File: src/green_gauss_gradient_accumulator_defines.svh
// ----------------------------------------------------------------------------
// Green-Gauss gradient accumulator: assertion macros
// Concurrent checks used by the block's RTL; empty under synthesis.
// ----------------------------------------------------------------------------
`ifndef GREEN_GAUSS_GRADIENT_ACCUMULATOR_DEFINES_SVH
`define GREEN_GAUSS_GRADIENT_ACCUMULATOR_DEFINES_SVH
`ifndef SYNTHESIS
`define GGA_ASSERT(lbl, clk, rst, prop, msg) \
  lbl: assert property (@(posedge clk) disable iff (rst) prop) else $error(msg);
`define GGA_NEVER(lbl, clk, rst, cond, msg) \
  `GGA_ASSERT(lbl, clk, rst, !(cond), msg)
`else
`define GGA_ASSERT(lbl, clk, rst, prop, msg)
`define GGA_NEVER(lbl, clk, rst, cond, msg)
`endif
`endif

File: src/gga_pkg.sv
// ----------------------------------------------------------------------------
// gga_pkg
// Types, constants and helpers of the Green-Gauss gradient accumulator.
// ----------------------------------------------------------------------------
`default_nettype none

package gga_pkg;

  localparam int ACC_W  = 48;
  localparam int MUL_W  = 34;
  localparam int PROD_W = 68;

  localparam logic [ACC_W-1:0] ACC_MAX = {1'b0, {(ACC_W-1){1'b1}}};
  localparam logic [ACC_W-1:0] ACC_MIN = {1'b1, {(ACC_W-1){1'b0}}};
  localparam logic [16:0]      W_ONE   = 17'h10000;

  typedef enum logic [1:0] {
    OP_CLEAR = 2'd0,
    OP_LOAD  = 2'd1,
    OP_FACE  = 2'd2,
    OP_READ  = 2'd3
  } opcode_t;

  typedef enum logic [4:0] {
    S_CLEAR, S_IDLE, S_DISP, S_LOAD,
    S_F_RA, S_F_RB, S_F_VB, S_F_MW, S_F_PHI,
    S_F_MN, S_F_T, S_F_MA, S_F_FL,
    S_F_ARA, S_F_AWA, S_F_ARB, S_F_AWB,
    S_R_RD, S_R_LD, S_R_DS, S_R_DW, S_R_EMIT
  } state_t;

  // divider request and response
  typedef struct packed {
    logic        start;
    logic [63:0] num;
    logic [31:0] den;
  } div_req_t;

  typedef struct packed {
    logic        busy;
    logic        done;
    logic        ovf;
    logic [31:0] quot;
  } div_rsp_t;

  // |x| / 2^s rounded half away from zero
  function automatic logic [PROD_W-1:0] rnd_mag(input logic [PROD_W-1:0] x,
                                                input logic [4:0] s);
    logic [PROD_W-1:0] m;
    m = x[PROD_W-1] ? (~x + 1'b1) : x;
    return (m + (PROD_W'(1) << (s - 5'd1))) >> s;
  endfunction

  // signed 48-bit add or subtract, saturating
  function automatic logic [ACC_W-1:0] acc_sat(input logic [ACC_W-1:0] a,
                                               input logic [ACC_W-1:0] b,
                                               input logic sub);
    logic [ACC_W:0] s;
    s = sub ? ({a[ACC_W-1], a} - {b[ACC_W-1], b}) : ({a[ACC_W-1], a} + {b[ACC_W-1], b});
    if (s[ACC_W] != s[ACC_W-1]) begin
      return s[ACC_W] ? ACC_MIN : ACC_MAX;
    end
    return s[ACC_W-1:0];
  endfunction

endpackage

`default_nettype wire

File: src/gga_div.sv
// ----------------------------------------------------------------------------
// gga_div
// Restoring divider, 64 by 32 bits, one quotient bit per cycle.
// Flags overflow when the quotient does not fit in 32 bits.
// ----------------------------------------------------------------------------
`default_nettype none

module gga_div (
  input  logic              clk,
  input  logic              rst,
  input  gga_pkg::div_req_t req,
  output gga_pkg::div_rsp_t rsp
);

  logic        busy;
  logic        done;
  logic        ovf;
  logic [4:0]  cnt;
  logic [31:0] rem;
  logic [31:0] lo;
  logic [31:0] quot;
  logic [32:0] trial;

  // shift in next dividend bit
  assign trial = {rem, lo[31]};

  always_ff @(posedge clk) begin
    if (rst) begin
      busy <= 1'b0;
      done <= 1'b0;
      ovf  <= 1'b0;
      cnt  <= '0;
    end else begin
      done <= 1'b0;
      if (req.start) begin
        cnt <= '0;
        if (req.num[63:32] >= req.den) begin
          done <= 1'b1;
          ovf  <= 1'b1;
        end else begin
          busy <= 1'b1;
          ovf  <= 1'b0;
          rem  <= req.num[63:32];
          lo   <= req.num[31:0];
        end
      end else if (busy) begin
        if (trial >= {1'b0, req.den}) begin
          rem  <= 32'(trial - {1'b0, req.den});
          quot <= {quot[30:0], 1'b1};
        end else begin
          rem  <= trial[31:0];
          quot <= {quot[30:0], 1'b0};
        end
        lo  <= {lo[30:0], 1'b0};
        cnt <= cnt + 5'd1;
        if (cnt == 5'd31) begin
          busy <= 1'b0;
          done <= 1'b1;
        end
      end
    end
  end

  assign rsp = '{busy: busy, done: done, ovf: ovf, quot: quot};

endmodule

`default_nettype wire

File: config.mk
export PLATFORM = sky130hd
export DESIGN_NAME = gga_div
export DESIGN_NICKNAME = d
export VERILOG_FILES = /design/src/green_gauss_gradient_accumulator_defines.svh /design/src/gga_pkg.sv /design/src/gga_div.sv
export SDC_FILE = /design/constraint.sdc
export NUM_CORES = 1
export LEC_CHECK = 0
export BUFFER_PORTS_ARGS = -buffer_cell sky130_fd_sc_hd__buf_2
export CAP_MARGIN = 20
export CORE_MARGIN = 2
export CORE_UTILIZATION = 40
export DETAILED_ROUTE_END_ITERATION = 7
export GPL_ROUTABILITY_DRIVEN = 0
export SYNTH_ARGS = -nofsm -noshare
export SYNTH_HDL_FRONTEND = slang
export SYNTH_SLANG_ARGS = --single-unit
File: constraint.sdc
create_clock -name clk -period 8.8 [get_ports clk]
set_input_delay 0.44 -clock clk [delete_from_list [all_inputs] [get_ports clk]]
set_output_delay 0.44 -clock clk [all_outputs]
set_load 0.005 [all_outputs]
==> metrics <==
final setup fails 0; Mapped Cells 701; Distinct cells, synth 71; Final Hold Vio Count 0; Antenna Cells 0; post-detailed-route count of antenna-violating nets 0; post-DP HPWL 13.8 mm; outcome completed; sw frac 33.3%; drt pass-1 iters 5; critical path type flip-flop to flip-flop; Tightest Pin Transition 1110 ps; count of input and output buffers 133; CP max FO 22; antenna violations before repair 0; WHS 330 ps; clk_skew 12.3 ps; TritonCTS Buffers 9; area leader, netlist edfxtp_1; cts repair resizes 0; Clock Path Buffers 2; first-pass GRT wire length 30.4 mm; layout cells sized above 1 27.0%; Mapped Nets 867; syn avg cell area 10.5 um^2; Cells after DPL 1,028; Starting Density 40.9%; post-CTS setup buffer count 0; top-area cell type share of the netlist area 39.2%; DIE HEIGHT 140 um; Ys Warns 0; Post-synth ARST share 0%; CTS Hold Buffers Added 0; grt ovf 0; R2R setup slack 5170 ps; fin. max-slew vios 0; fin crit share 41.3%; Area growth syn-to-layout 15.1%; Synth Register Bits 104; achievable frequency 275 MHz; Leakage Power 3.50 nW; final layout net count 976; MaxCap Viol Count 0; WL final 18.8 mm; min Tclk post-route 3630 ps; post-synthesis cell area 7350 um^2; CTS tree done; EDFF count, synth 96; Row Count 49; clk root buf clkbuf_16; DRC 0; GRT Total Usage 19.3%; Pint 0.962 mW; Via density 5.67; Via Count 5,919; synth top area cells edfxtp_1 (39%), ha_1 (11%), mux2_2 (4.8%), nand2_1 (2.9%), inv_1 (2.5%); Clock Latency Late Sink 360 ps; fin util 47.1%; largest net degree at the start of global routing 68; worst vdd ir 97.8 uV; post-synthesis sequential area ratio 41.4%; Reg power frac 42.1%; data required time of the worst path 8910 ps; Crit. End Element flip-flop; final setup TNS 0 ps; drt wl/cell 18.0 um; worst path arrival time 3740 ps; clock power share 28.2%; number of global-route vias before repair 5,757; Logic pwr share 29.7%; # clock sinks 104; core area 18,000 um^2; pwr dens 171 nW/um^2; Die W 140 um; Slew HR 25.8%; Clock transition at path regs 70 ps; startpoint types flip-flop; non-filler cells, final 1,044; RSZ-0062 raised after global routing no; HP Class input port to flip-flop; Iteration-0 DRC Markers 402; H-tree Lvls 3; Total Die Area 19,500 um^2; Top Ports 134; Post-synth top flop edfxtp_1; switching power 0.481 mW
==> power by group through the flow <==
| stage | registers [mW] | clock network (mW) | logic (mW) |
|---|---|---|---|
| floorplan | 0.613 | 0 | 0.318 |
| global placement | 0.618 | 0 | 0.423 |
| detailed placement | 0.618 | 0 | 0.425 |
| CTS | 0.607 | 0.417 | 0.427 |
| global route | 0.612 | 0.432 | 0.475 |
| finish | 0.607 | 0.407 | 0.429 |
==> layout make-up <==
type | instances | area (um^2)
flip-flops and latches | 104 | 3040
repair buffers | 138 | 706
clock buffers | 9 | 225
fillers | 1759 | 9510
inverters | 52 | 195
well taps | 229 | 287
clock inverters | 7 | 71.3
multi-input cells | 505 | 3930
==> final timing paths <==
path | start | to | cells after the start
worst min register to register | quot[1] | quot[2] | 0
worst min-delay path | rst | busy | 2
worst max register to register | rem[20] | rem[24] | 10
worst max-delay path | rem[20] | rem[24] | 10
==> cells in the final DEF, fill, tap and decap left out, types with 15 or more instances in the layout <==
cell type	n
ha_1	66
inv_1	49
a21o_1	24
nand2_1	56
xnor2_1	17
edfxtp_1	96
a21oi_1	35
buf_2	132
nor2_1	38
o21ai_0	24
nand3_1	15
mux2_2	31
o2111ai_1	20
==> metal layers <==
| layer | wire length, um | GRT usage, % | vias to the layer above | part of all wire (%) |
|---|---|---|---|---|
| met4 | 297 | 5.21 | 0 | 1.6 |
| met2 | 8390 | 30.0 | 176 | 45 |
| li1 | - | - | 2901 | - |
| met5 | 0 | 0 | - | 0 |
| met3 | 1020 | 3.51 | 18 | 5.4 |
| met1 | 9110 | 27.9 | 2824 | 48 |
==> cell families (layout without fill, tap and decap cells) <==
| family | after synthesis | count (layout) | share of synthesized area (%) |
|---|---|---|---|
| AOI/OAI and AO/OA | 197 | 197 | 21.1 |
| xor gates and xnor gates | 28 | 28 | 3.34 |
| adders and majority gates | 67 | 67 | 11.5 |
| buffers and inverters | 92 | 206 | 5.40 |
| DFF | 104 | 104 | 41.4 |
| muxes | 36 | 36 | 5.43 |
| and+or+nand+nor | 177 | 177 | 11.8 |
==> synthesized netlist by cell type, types with 5 or more instances <==
master     count
o311ai_1      12
buf_2          8
clkbuf_1      23
edfxtp_1      96
nor3_1         8
xnor2_1       17
nand2_1       56
a31oi_1        9
o311ai_2       7
nand2b_1       6
a211oi_1       6
o211ai_1       6
mux2_2        31
mux2i_1        5
and4_1         5
o21a_1         5
and3_1         6
nor2_1        39
nor2b_1        7
dfxtp_1        8
a21o_1        24
a21oi_1       36
xor2_1        11
nor4_1         5
o21ai_0       24
nand3_1       15
inv_1         49
ha_1          66
nand4_1       12
a311oi_1       6
o2111ai_1     20
==> flip-flops by register name (all words and copies together) (netlist names) <==
signal and cells:
done 1, rem 32, quot 32, cnt 5, ovf 1, lo 32, busy 1
==> stage by stage <==
step / instance area, um^2 / power, mW / worst slack (ps)
final: 8450 / 1.44 / 5170
after global routing: 8450 / 1.52 / 4990
after CTS: 8450 / 1.45 / 5210
after detailed placement: 8160 / 1.04 / 5040
after global placement: 8160 / 1.04 / 5090
after floorplan: 7350 / 0.932 / 3500
==> worst max-delay path, stage by stage (launching register included) <==
cell and delay [ps]:
edfxtp_1 460, ha_1 420, and4_1 270, nand3_1 120
nor2_1 90, a31oi_2 130, buf_4 320, o211ai_4 270
nor2_4 660, inv_2 270, a221o_1 350
Note: power is estimated with default switching activity, not from simulation.
